==> config.mk <==
export PLATFORM = sky130hd
export DESIGN_NAME = message_mailbox_fifo_unit
export DESIGN_NICKNAME = d
export VERILOG_FILES = /design/src/design/mmf_pkg.sv /design/src/design/message_mailbox_fifo_unit.sv /design/src/design/mmf_ctrl.sv /design/src/design/mmf_datapath.sv
export SDC_FILE = /design/constraint.sdc
export NUM_CORES = 2
export LEC_CHECK = 0
export BUFFER_PORTS_ARGS = -buffer_cell sky130_fd_sc_hd__buf_2
export CAP_MARGIN = 20
export CORE_MARGIN = 2
export CORE_UTILIZATION = 40
export DETAILED_ROUTE_END_ITERATION = 10
export GPL_ROUTABILITY_DRIVEN = 0
export PLACE_DENSITY = 0.52
export SYNTH_ARGS = -nofsm -noshare
export SYNTH_HDL_FRONTEND = slang
export SYNTH_SLANG_ARGS = --single-unit
==> constraint.sdc <==
create_clock -name i_clk -period 8.3 [get_ports i_clk]
set_clock_uncertainty 0.2 [all_clocks]
set_input_delay 0 -clock i_clk [delete_from_list [all_inputs] [get_ports i_clk]]
set_output_delay 0 -clock i_clk [all_outputs]
set_load 0.02 [all_outputs]
==> src/design/mmf_pkg.sv <==
// Shared types, codes and defaults for the message mailbox FIFO.
`default_nettype none

package mmf_pkg;

    // Default geometry of the mailbox.
    localparam int SLOTS_DEF    = 8;
    localparam int MAX_LEN_DEF  = 32;
    localparam int ID_WIDTH_DEF = 8;

    // Fixed widths of the transaction fields.
    localparam int STATUS_W = 3;
    localparam int BYTE_W   = 8;
    localparam int SENDER_W = 8;
    localparam int LENGTH_W = 6;

    // Result status codes.
    localparam logic [STATUS_W-1:0] ST_STORED    = 3'd0;
    localparam logic [STATUS_W-1:0] ST_COMMITTED = 3'd1;
    localparam logic [STATUS_W-1:0] ST_FULL      = 3'd2;
    localparam logic [STATUS_W-1:0] ST_EMPTY     = 3'd3;
    localparam logic [STATUS_W-1:0] ST_DELIVERED = 3'd4;
    localparam logic [STATUS_W-1:0] ST_TRUNCATED = 3'd5;

    // Request type codes.
    localparam logic REQ_SEND = 1'b0;
    localparam logic REQ_RECV = 1'b1;

    // Commands from the controller to the datapath.
    typedef struct packed {
        logic send;    // accept one send element
        logic recv;    // accept one receive request
        logic meta;    // metadata of the message being received is ready
        logic stream;  // deliver one stored byte
    } t_dp_cmd;

    // Status from the datapath to the controller.
    typedef struct packed {
        logic empty;     // no committed message in the ring
        logic zero_len;  // message under receive holds no bytes
        logic rx_last;   // the byte being delivered is the final one
    } t_dp_sts;

endpackage

`default_nettype wire

==> src/design/message_mailbox_fifo_unit.sv <==
// Top level of the message mailbox FIFO: controller plus datapath.
//
// A send element is taken while busy is low and its single result appears on
// the result ports in the following cycle, so send elements may be given on
// every cycle while busy is low. A receive on an empty ring leaves busy low.
// A receive of a message with stored bytes keeps busy high, first while the
// slot's length and sender are read from their registered store, then while
// the byte memory's read port streams the bytes, one byte per cycle, each
// result registered after its read. A message without bytes holds busy only
// while its length and sender are read. Every result is shown for exactly
// one cycle with o_strobe high and must be taken then; the receiving side
// cannot hold results off.
`default_nettype none

module message_mailbox_fifo_unit #(
    parameter int SLOTS    = mmf_pkg::SLOTS_DEF,
    parameter int MAX_LEN  = mmf_pkg::MAX_LEN_DEF,
    parameter int ID_WIDTH = mmf_pkg::ID_WIDTH_DEF
) (
    input  wire logic                          i_clk,
    input  wire logic                          i_rst_n,
    input  wire logic                          start,
    output logic                               busy,
    input  wire logic                          i_req_type,
    input  wire logic [mmf_pkg::SENDER_W-1:0]  i_sender_id,
    input  wire logic [mmf_pkg::BYTE_W-1:0]    i_data_byte,
    input  wire logic                          i_byte_valid,
    input  wire logic                          i_is_last,
    output logic                               o_strobe,
    output logic [mmf_pkg::STATUS_W-1:0]       o_status,
    output logic [mmf_pkg::BYTE_W-1:0]         o_out_byte,
    output logic [mmf_pkg::SENDER_W-1:0]       o_out_sender,
    output logic [mmf_pkg::LENGTH_W-1:0]       o_out_length,
    output logic                               o_out_valid,
    output logic                               o_last
);
    import mmf_pkg::*;

    t_dp_cmd cmd;
    t_dp_sts sts;

    // Transaction sequencing.
    mmf_ctrl u_ctrl (
        .i_clk      (i_clk),
        .i_rst_n    (i_rst_n),
        .start      (start),
        .i_req_type (i_req_type),
        .i_sts      (sts),
        .o_cmd      (cmd),
        .busy       (busy)
    );

    // Storage and result generation.
    mmf_datapath #(
        .SLOTS    (SLOTS),
        .MAX_LEN  (MAX_LEN),
        .ID_WIDTH (ID_WIDTH)
    ) u_datapath (
        .i_clk        (i_clk),
        .i_rst_n      (i_rst_n),
        .i_cmd        (cmd),
        .o_sts        (sts),
        .i_sender_id  (i_sender_id),
        .i_data_byte  (i_data_byte),
        .i_byte_valid (i_byte_valid),
        .i_is_last    (i_is_last),
        .o_strobe     (o_strobe),
        .o_status     (o_status),
        .o_out_byte   (o_out_byte),
        .o_out_sender (o_out_sender),
        .o_out_length (o_out_length),
        .o_out_valid  (o_out_valid),
        .o_last       (o_last)
    );

endmodule

`default_nettype wire

==> src/design/mmf_ctrl.sv <==
// Controller state machine that sequences send and receive transactions.
`default_nettype none

module mmf_ctrl (
    input  wire logic             i_clk,
    input  wire logic             i_rst_n,
    input  wire logic             start,
    input  wire logic             i_req_type,
    input  wire mmf_pkg::t_dp_sts i_sts,
    output mmf_pkg::t_dp_cmd      o_cmd,
    output logic                  busy
);
    import mmf_pkg::*;

    localparam logic [1:0] S_IDLE   = 2'd0;
    localparam logic [1:0] S_META   = 2'd1;
    localparam logic [1:0] S_STREAM = 2'd2;

    logic [1:0] r_state;
    logic [1:0] n_state;
    logic       accept;

    // A transaction is taken only while idle.
    assign busy   = (r_state != S_IDLE);
    assign accept = start && !busy;

    // Commands follow directly from the state and the request.
    assign o_cmd.send   = accept && (i_req_type == REQ_SEND);
    assign o_cmd.recv   = accept && (i_req_type == REQ_RECV);
    assign o_cmd.meta   = (r_state == S_META);
    assign o_cmd.stream = (r_state == S_STREAM);

    // Next-state logic.
    always_comb begin
        n_state = r_state;
        unique case (r_state)
            S_IDLE: begin
                if (o_cmd.recv && !i_sts.empty) n_state = S_META;
            end
            S_META: begin
                n_state = i_sts.zero_len ? S_IDLE : S_STREAM;
            end
            S_STREAM: begin
                if (i_sts.rx_last) n_state = S_IDLE;
            end
            default: begin
                n_state = S_IDLE;
            end
        endcase
    end

    // State register.
    always_ff @(posedge i_clk) begin
        if (!i_rst_n) begin
            r_state <= S_IDLE;
        end else begin
            r_state <= n_state;
        end
    end

endmodule

`default_nettype wire

==> src/design/mmf_datapath.sv <==
// Datapath of the mailbox: ring pointers, slot storage and result registers.
`default_nettype none

module mmf_datapath #(
    parameter int SLOTS    = mmf_pkg::SLOTS_DEF,
    parameter int MAX_LEN  = mmf_pkg::MAX_LEN_DEF,
    parameter int ID_WIDTH = mmf_pkg::ID_WIDTH_DEF
) (
    input  wire logic                          i_clk,
    input  wire logic                          i_rst_n,
    input  wire mmf_pkg::t_dp_cmd              i_cmd,
    output mmf_pkg::t_dp_sts                   o_sts,
    input  wire logic [mmf_pkg::SENDER_W-1:0]  i_sender_id,
    input  wire logic [mmf_pkg::BYTE_W-1:0]    i_data_byte,
    input  wire logic                          i_byte_valid,
    input  wire logic                          i_is_last,
    output logic                               o_strobe,
    output logic [mmf_pkg::STATUS_W-1:0]       o_status,
    output logic [mmf_pkg::BYTE_W-1:0]         o_out_byte,
    output logic [mmf_pkg::SENDER_W-1:0]       o_out_sender,
    output logic [mmf_pkg::LENGTH_W-1:0]       o_out_length,
    output logic                               o_out_valid,
    output logic                               o_last
);
    import mmf_pkg::*;

    localparam int SW    = $clog2(SLOTS);
    localparam int LW    = $clog2(MAX_LEN + 1);
    localparam int IW    = (MAX_LEN > 1) ? $clog2(MAX_LEN) : 1;
    localparam int AW    = SW + IW;
    localparam int DEPTH = 1 << AW;

    localparam logic [SW-1:0] LAST_SLOT = SW'(SLOTS - 1);
    localparam logic [LW-1:0] LEN_MAX   = LW'(MAX_LEN);

    // Ring and send state.
    logic [SW-1:0] r_head, n_head;
    logic [SW-1:0] r_tail, n_tail;
    logic [LW-1:0] r_wc, n_wc;
    logic          r_in_msg, n_in_msg;
    logic          r_ovf, n_ovf;

    // Slot storage.
    logic [BYTE_W-1:0]   r_slot_bytes [DEPTH];
    logic [LW-1:0]       r_slot_len   [SLOTS];
    logic [ID_WIDTH-1:0] r_slot_snd   [SLOTS];
    logic [BYTE_W-1:0]   r_rd_data;
    logic [LW-1:0]       r_len_rd;
    logic [ID_WIDTH-1:0] r_snd_rd;

    // Receive sequencing.
    logic [SW-1:0]       r_rx_slot;
    logic [LW-1:0]       r_rx_len;
    logic [ID_WIDTH-1:0] r_rx_snd;
    logic [LW-1:0]       r_rd_idx;
    logic [AW-1:0]       rd_addr;

    // Result registers.
    logic                r_strobe, n_strobe;
    logic [STATUS_W-1:0] r_status, n_status;
    logic [BYTE_W-1:0]   r_byte, n_byte;
    logic [SENDER_W-1:0] r_sender, n_sender;
    logic [LENGTH_W-1:0] r_len, n_len;
    logic                r_valid, n_valid;
    logic                r_last, n_last;

    // Send element helpers.
    logic [SW-1:0]       next_head;
    logic [SW-1:0]       next_tail;
    logic                full;
    logic [LW-1:0]       wc_base;
    logic                ovf_base;
    logic                store;
    logic                drop;
    logic [LW-1:0]       wc_new;
    logic                ovf_new;
    logic                mem_we;
    logic [AW-1:0]       mem_waddr;
    logic                len_we;
    logic                snd_we;
    logic [ID_WIDTH-1:0] sender_in;

    assign next_head = (r_head == LAST_SLOT) ? '0 : r_head + 1'b1;
    assign next_tail = (r_tail == LAST_SLOT) ? '0 : r_tail + 1'b1;
    assign full      = (next_head == r_tail);
    assign sender_in = ID_WIDTH'(i_sender_id);

    // A first element starts a fresh byte count for the message.
    assign wc_base   = r_in_msg ? r_wc : '0;
    assign ovf_base  = r_in_msg && r_ovf;
    assign store     = i_byte_valid && (wc_base < LEN_MAX);
    assign drop      = i_byte_valid && !store;
    assign wc_new    = wc_base + LW'(store);
    assign ovf_new   = ovf_base || drop;
    assign mem_waddr = {r_head, wc_base[IW-1:0]};
    assign rd_addr   = {r_rx_slot, r_rd_idx[IW-1:0]};

    // Status towards the controller.
    assign o_sts.empty    = (r_head == r_tail);
    assign o_sts.zero_len = (r_len_rd == '0);
    assign o_sts.rx_last  = (r_rd_idx == r_rx_len);

    // Next values of the ring state and of the result.
    always_comb begin
        n_head   = r_head;
        n_tail   = r_tail;
        n_wc     = r_wc;
        n_in_msg = r_in_msg;
        n_ovf    = r_ovf;
        n_strobe = 1'b0;
        n_status = ST_STORED;
        n_byte   = '0;
        n_sender = '0;
        n_len    = '0;
        n_valid  = 1'b0;
        n_last   = 1'b0;
        mem_we   = 1'b0;
        len_we   = 1'b0;
        snd_we   = 1'b0;
        if (i_cmd.send) begin
            n_strobe = 1'b1;
            n_last   = 1'b1;
            if (!r_in_msg && full) begin
                n_status = ST_FULL;
            end else begin
                snd_we = !r_in_msg;
                mem_we = store;
                n_wc   = wc_new;
                n_ovf  = ovf_new;
                n_len  = LENGTH_W'(wc_new);
                if (i_is_last) begin
                    len_we   = 1'b1;
                    n_head   = next_head;
                    n_in_msg = 1'b0;
                    n_status = ovf_new ? ST_TRUNCATED : ST_COMMITTED;
                end else begin
                    n_in_msg = 1'b1;
                    n_status = drop ? ST_TRUNCATED : ST_STORED;
                end
            end
        end else if (i_cmd.recv) begin
            if (o_sts.empty) begin
                n_strobe = 1'b1;
                n_last   = 1'b1;
                n_status = ST_EMPTY;
            end else begin
                n_tail = next_tail;
            end
        end else if (i_cmd.meta) begin
            // A message without bytes answers with a single result.
            if (o_sts.zero_len) begin
                n_strobe = 1'b1;
                n_last   = 1'b1;
                n_status = ST_DELIVERED;
                n_sender = SENDER_W'(r_snd_rd);
            end
        end else if (i_cmd.stream) begin
            n_strobe = 1'b1;
            n_status = ST_DELIVERED;
            n_byte   = r_rd_data;
            n_sender = SENDER_W'(r_rx_snd);
            n_len    = LENGTH_W'(r_rx_len);
            n_valid  = 1'b1;
            n_last   = o_sts.rx_last;
        end
    end

    // Control registers.
    always_ff @(posedge i_clk) begin
        if (!i_rst_n) begin
            r_head   <= '0;
            r_tail   <= '0;
            r_wc     <= '0;
            r_in_msg <= 1'b0;
            r_ovf    <= 1'b0;
            r_strobe <= 1'b0;
        end else begin
            r_head   <= n_head;
            r_tail   <= n_tail;
            r_wc     <= n_wc;
            r_in_msg <= n_in_msg;
            r_ovf    <= n_ovf;
            r_strobe <= n_strobe;
        end
    end

    // Result payload registers.
    always_ff @(posedge i_clk) begin
        r_status <= n_status;
        r_byte   <= n_byte;
        r_sender <= n_sender;
        r_len    <= n_len;
        r_valid  <= n_valid;
        r_last   <= n_last;
    end

    // Byte memory: one write port at the head, one registered read port.
    always_ff @(posedge i_clk) begin
        if (mem_we) begin
            r_slot_bytes[mem_waddr] <= i_data_byte;
        end
        r_rd_data <= r_slot_bytes[rd_addr];
    end

    // Per-slot length and sender, read registered at the tail.
    always_ff @(posedge i_clk) begin
        if (len_we) begin
            r_slot_len[r_head] <= wc_new;
        end
        if (snd_we) begin
            r_slot_snd[r_head] <= sender_in;
        end
        r_len_rd <= r_slot_len[r_tail];
        r_snd_rd <= r_slot_snd[r_tail];
    end

    // Receive sequencing: the byte read is registered ahead of delivery.
    always_ff @(posedge i_clk) begin
        if (i_cmd.recv) begin
            r_rx_slot <= r_tail;
            r_rd_idx  <= '0;
        end else if (i_cmd.meta || i_cmd.stream) begin
            r_rd_idx <= r_rd_idx + 1'b1;
        end
        if (i_cmd.meta) begin
            r_rx_len <= r_len_rd;
            r_rx_snd <= r_snd_rd;
        end
    end

    assign o_strobe     = r_strobe;
    assign o_status     = r_status;
    assign o_out_byte   = r_byte;
    assign o_out_sender = r_sender;
    assign o_out_length = r_len;
    assign o_out_valid  = r_valid;
    assign o_last       = r_last;

    // The stored count of a message never passes the length limit.
    a_wc_bound: assert property (@(posedge i_clk) disable iff (!i_rst_n)
        r_wc <= LEN_MAX)
        else $error("write count beyond the message length limit");

    // A refused send leaves the ring full and no message open.
    a_full_refusal: assert property (@(posedge i_clk) disable iff (!i_rst_n)
        (r_strobe && r_status == ST_FULL) |-> (full && !r_in_msg))
        else $error("send refused although the ring had room");

    // An empty answer is given only when head and tail meet.
    a_empty_answer: assert property (@(posedge i_clk) disable iff (!i_rst_n)
        (r_strobe && r_status == ST_EMPTY) |-> (r_head == r_tail))
        else $error("empty answer on a ring holding messages");

    // Content bytes come only from the delivery stream.
    a_byte_source: assert property (@(posedge i_clk) disable iff (!i_rst_n)
        (r_strobe && r_valid) |-> (r_status == ST_DELIVERED && $past(i_cmd.stream)))
        else $error("content byte outside a delivery");

endmodule

`default_nettype wire
==> results.md <==
| Parameter | This run | Unit |
| --- | --- | --- |
| Synth Area in Adders | 0.172 | % |
| Synth area leader | sky130_fd_sc_hd__edfxtp_1 | - |
| Share of synthesized area occupied by flip-flops and latches | 76.4 | % |
| Avg Synthesized Cell Area | 20.6 | um^2 |
| DRC violation count after routing | 0 | - |
| Setup repair after global routing missed its margin | no | - |
| Worst reg2reg setup slack | 3.47 | ns |
| Die area | 222000 | um^2 |
| Ys flop type | sky130_fd_sc_hd__edfxtp_1 | - |
| Count of clock tree sinks | 2249 | - |
| Total number of placement rows | 171 | - |
| Chip Width | 472 | um |
| Highest ir drop seen on vdd | 0.236 | mV |
| Clock tree from TritonCTS | yes | - |
| Parity-gate share of the synthesized area counting xor and xnor cells | 0.210 | % |
| Final period demand of the worst path | 4.83 | ns |
| Initial DRC Count | 5685 | - |
| Most numerous cell in the Yosys netlist | sky130_fd_sc_hd__edfxtp_1 | - |
| Antenna violations before repair | 18 | - |
| Wire length of the first global-routing pass | 348000 | um |
| Routed Wire Length | 249000 | um |
| Clock buffer depth | 3 | - |
| # IOs | 51 | - |
| Area fraction of the dominant cell type after synthesis | 74.8 | % |
| Post-route worst hold slack | 0.0525 | ns |
| Main combinational cell family by area after synthesis | multiplexers | - |
| Ordered cell list for the critical path | inv_1 -> ha_1 -> nand2_1 -> nor2_1 -> dlygate4sd3_1 -> o21a_1 -> and3_1 -> buf_4 -> nand2_1 -> nor2_1 | - |
| Slew Limit Headroom | 21.6 | % |
| Hold worst-path end | u_datapath.o_status[0] | - |
| Layout cells sized above 1 | 21.8 | % |
| Timing-limited maximum frequency | 207 | MHz |
| Number of enable-type register cells in the synthesized netlist | 2177 | - |
| Area added between synthesis and finish | 12.6 | % |
| Setup bufs post-CTS | 0 | - |
| Total Nets Final | 4439 | - |
| Clock insertion delay at the later pin of the skew report | 0.86 | ns |
| Share of synthesized area spent on multiplexers | 15.4 | % |
| Vias per inst | 5.86 | - |
| Setup total negative slack | 0 | ns |
| Count of different cell masters after synthesis | 76 | - |
| Number of detailed-route iterations in the first pass | 5 | - |
| MaxCap Viol Count | 0 | - |
| Synth Instances | 4243 | - |
| Commonest cells in the synthesized netlist | sky130_fd_sc_hd__edfxtp_1, sky130_fd_sc_hd__mux4_2, sky130_fd_sc_hd__nor2_1 | - |
| Total Power Consumption | 26.7 | mW |
| Leakage power total | 29.9 | nW |
| Post-synthesis compound-gate area fraction | 3.03 | % |
| Tcrit/Tclk final | 58.2 | % |
| Hold buffer count at CTS | 38 | - |
| Fraction of the mapped netlist area in simple logic gates | 2.81 | % |
| Leading post-synthesis cells by cell area | sky130_fd_sc_hd__edfxtp_1, sky130_fd_sc_hd__mux4_2, sky130_fd_sc_hd__mux2i_1, sky130_fd_sc_hd__dfxtp_1, sky130_fd_sc_hd__nor2_1 | - |
| Proportion of synthesized flip-flops having asynchronous set or reset | 0 | % |
| Worst Max-Slew Pin Slew | 1.18 | ns |
| Largest net degree at the start of global routing | 145 | - |
| Cell at the root of the clock tree | sky130_fd_sc_hd__clkbuf_16 | - |
| Aggregate global-route resource usage | 22.2 | % |
| Peak fanout along the critical path | 16 | - |
| PostCTS Resize Cnt | 0 | - |
| Initial Utilization | 40.3 | % |
| Count of fill cells added during filler insertion | 18100 | - |
| Post-DP HPWL | 147000 | um |
| Total grt overflow | 0 | - |
| Number of vias in the routed layout | 43800 | - |
| Total of warnings raised by yosys | 0 | - |
| Clock transition at the registers of the reported paths | 0.06 | ns |
| Standard cell with the maximum stage delay on the critical path | sky130_fd_sc_hd__nor2_1 | - |
| Antenna violation net count after detailed routing | 0 | - |
| Kind of end point of the critical path | flop | - |
| Depth of the CTS H-tree | 4 | - |
| CP startpoint kind | flop | - |
| Final Instance Area | 98400 | um^2 |
| Vias in the first global route | 43400 | - |
| Die Y-Extent | 472 | um |
| Slowest Stage Delay on Critical Path | 0.89 | ns |
| Final setup violation count | 0 | - |
| Worst min-delay path class | primary input to flop | - |
| Cell depth of the worst flop-to-flop path | 10 | - |
| HP Start | i_is_last | - |
| Status | completed | - |
| Final Hold Viols | 0 | - |
| Crit Reg-Reg Endpoint | u_datapath.r_slot_bytes[206][7] | - |
| Flop and latch count out of synthesis | 2249 | - |
| Num CTS Buffers | 226 | - |
| Pins Over Slew Limit | 0 | - |
| Core outline area | 217000 | um^2 |
| Routed WL per cell | 33.4 | um |
| Data required time at the worst endpoint | 8.57 | ns |
| Hold Path Depth | 4 | - |
| Areal power density over the cells | 271 | nW/um^2 |
| Worst endpoint data arrival time | 5.10 | ns |
| Post-placement cell area | 90700 | um^2 |
| Port buffer count | 50 | - |
| Netlist Area Pre-Place | 87400 | um^2 |
| Type of the setup path with the least slack | flop to flop | - |
| Number of nets produced by synthesis | 4277 | - |
| Reg-to-Reg Start | u_ctrl.r_state[0] | - |
-- power by group --
| group | internal (mW) | total [mW] | switching [mW] |
|---|---|---|---|
| Combinational | 1.67 | 3.95 | 2.28 |
| Clock | 5.76 | 10.1 | 4.35 |
| Sequential | 12.5 | 12.6 | 0.118 |
| Total | 20.0 | 26.7 | 6.74 |
-- registers in the layout, indices dropped and copies added (netlist names), 2 cells and up --
| register | flops |
|---|---|
| u_datapath.o_out_byte | 8 |
| u_datapath.r_snd_rd | 8 |
| u_datapath.r_rx_slot | 3 |
| u_datapath.o_out_length | 6 |
| u_datapath.r_slot_snd | 64 |
| u_datapath.o_status | 3 |
| u_datapath.r_len_rd | 6 |
| u_datapath.r_head | 3 |
| u_ctrl.r_state | 2 |
| u_datapath.r_rd_idx | 6 |
| u_datapath.r_tail | 3 |
| u_datapath.r_rx_snd | 8 |
| u_datapath.r_wc | 6 |
| u_datapath.r_slot_bytes | 2048 |
| u_datapath.r_rx_len | 6 |
| u_datapath.r_slot_len | 48 |
| u_datapath.r_rd_data | 8 |
| u_datapath.o_out_sender | 8 |
-- layout by cell type (no fill, tap or decap), types with 14 or more instances in the layout --
cell                            Yosys  final
sky130_fd_sc_hd__nand3_1           24     18
sky130_fd_sc_hd__mux4_1            26     26
sky130_fd_sc_hd__buf_4             41     97
sky130_fd_sc_hd__mux2i_1          238    238
sky130_fd_sc_hd__nor2_1           321    320
sky130_fd_sc_hd__dfxtp_1           72     66
sky130_fd_sc_hd__clkbuf_1         100     54
sky130_fd_sc_hd__clkbuf_16          0    231
sky130_fd_sc_hd__mux2_2            18     18
sky130_fd_sc_hd__a211oi_1          15     15
sky130_fd_sc_hd__o21ai_0           57     57
sky130_fd_sc_hd__clkinv_1           2     31
sky130_fd_sc_hd__dlygate4sd3_1      0     38
sky130_fd_sc_hd__edfxtp_1        2177   2177
sky130_fd_sc_hd__and2_1            19     18
sky130_fd_sc_hd__clkbuf_8           0     16
sky130_fd_sc_hd__a21oi_1           76     76
sky130_fd_sc_hd__buf_2             57     42
sky130_fd_sc_hd__a221oi_1          59     59
sky130_fd_sc_hd__diode_2            0     16
sky130_fd_sc_hd__a22oi_1           20     20
sky130_fd_sc_hd__o221ai_1          42     42
sky130_fd_sc_hd__bufinv_16          0     19
sky130_fd_sc_hd__nor2b_1           18     14
sky130_fd_sc_hd__clkinv_2           0     49
sky130_fd_sc_hd__o22ai_1           21     21
sky130_fd_sc_hd__mux4_2           452    452
sky130_fd_sc_hd__nand2_1          138    130
-- worst max-delay path: cells and delay by family, from the launching register on --
family                   cells  cell delay, ns
flip-flops                   1            0.32
AO/OA/AOI/OAI                1            0.45
AND/OR/NAND/NOR              5            1.99
buffers and inverters        3            1.18
adder cells (fa/ha/maj)      1            0.28
-- cells by family after synthesis --
| group | Yosys count |
|---|---|
| AOI/OAI and AO/OA | 376 |
| xor gates and xnor gates | 21 |
| adders and majority gates | 12 |
| buffers and inverters | 272 |
| DFF | 2249 |
| muxes | 735 |
| and+or+nand+nor | 578 |
-- worst max path at each step --
| stage | startpoint | to | slack, ns | cells after the start |
|---|---|---|---|---|
| final | u_ctrl.r_state[0] | u_datapath.r_slot_bytes[206][7] | 3.47 | 10 |
| after global routing | u_ctrl.r_state[0] | u_datapath.r_slot_bytes[106][5] | 3.11 | 10 |
| after CTS | u_ctrl.r_state[0] | u_datapath.r_slot_bytes[33][6] | 3.43 | 10 |
| after detailed placement | u_datapath.r_head[1] | u_datapath.r_slot_bytes[33][0] | 3.71 | 9 |
| after global placement | u_datapath.r_rd_idx[0] | u_datapath.r_rd_data[6] | 3.71 | 8 |
| after floorplan | u_ctrl.r_state[0] | u_datapath.r_slot_bytes[224][0] | 5.26 | 10 |
-- per-stage QoR --
stage / worst slack (ns) / utilization [%] / instances
finish: 3.47 / 45.3 / 7465
global route: 3.11 / 45.3 / 7462
CTS: 3.43 / 45.3 / 7449
detailed placement: 3.71 / 41.8 / 6993
global placement: 3.71 / 41.8 / 6993
floorplan: 5.26 / - / 4243
-- metal layers --
| metal | vias to the layer above | global-route usage (%) | share of wire (%) |
|---|---|---|---|
| li1 | 17900 | - | - |
| met1 | 23700 | 32.3 | 43 |
| met2 | 1832 | 34.5 | 47 |
| met3 | 338 | 3.76 | 7.4 |
| met4 | 8 | 6.44 | 3.0 |
| met5 | - | 0 | 0.023 |
-- area by class of cell --
type / count / area [um^2] / share of cell area (%)
diodes: 16 / 40.0 / 0.0407
clock buffers: 293 / 6090 / 6.19
clock inverters: 125 / 1190 / 1.21
inverters: 11 / 48.8 / 0.0496
multi-input cells: 1722 / 19000 / 19.3
flip-flops and latches: 2249 / 66800 / 67.9
well taps: 2854 / 3570 / 3.63
repair buffers: 195 / 1630 / 1.65
Power figures use the tool's default switching activity.
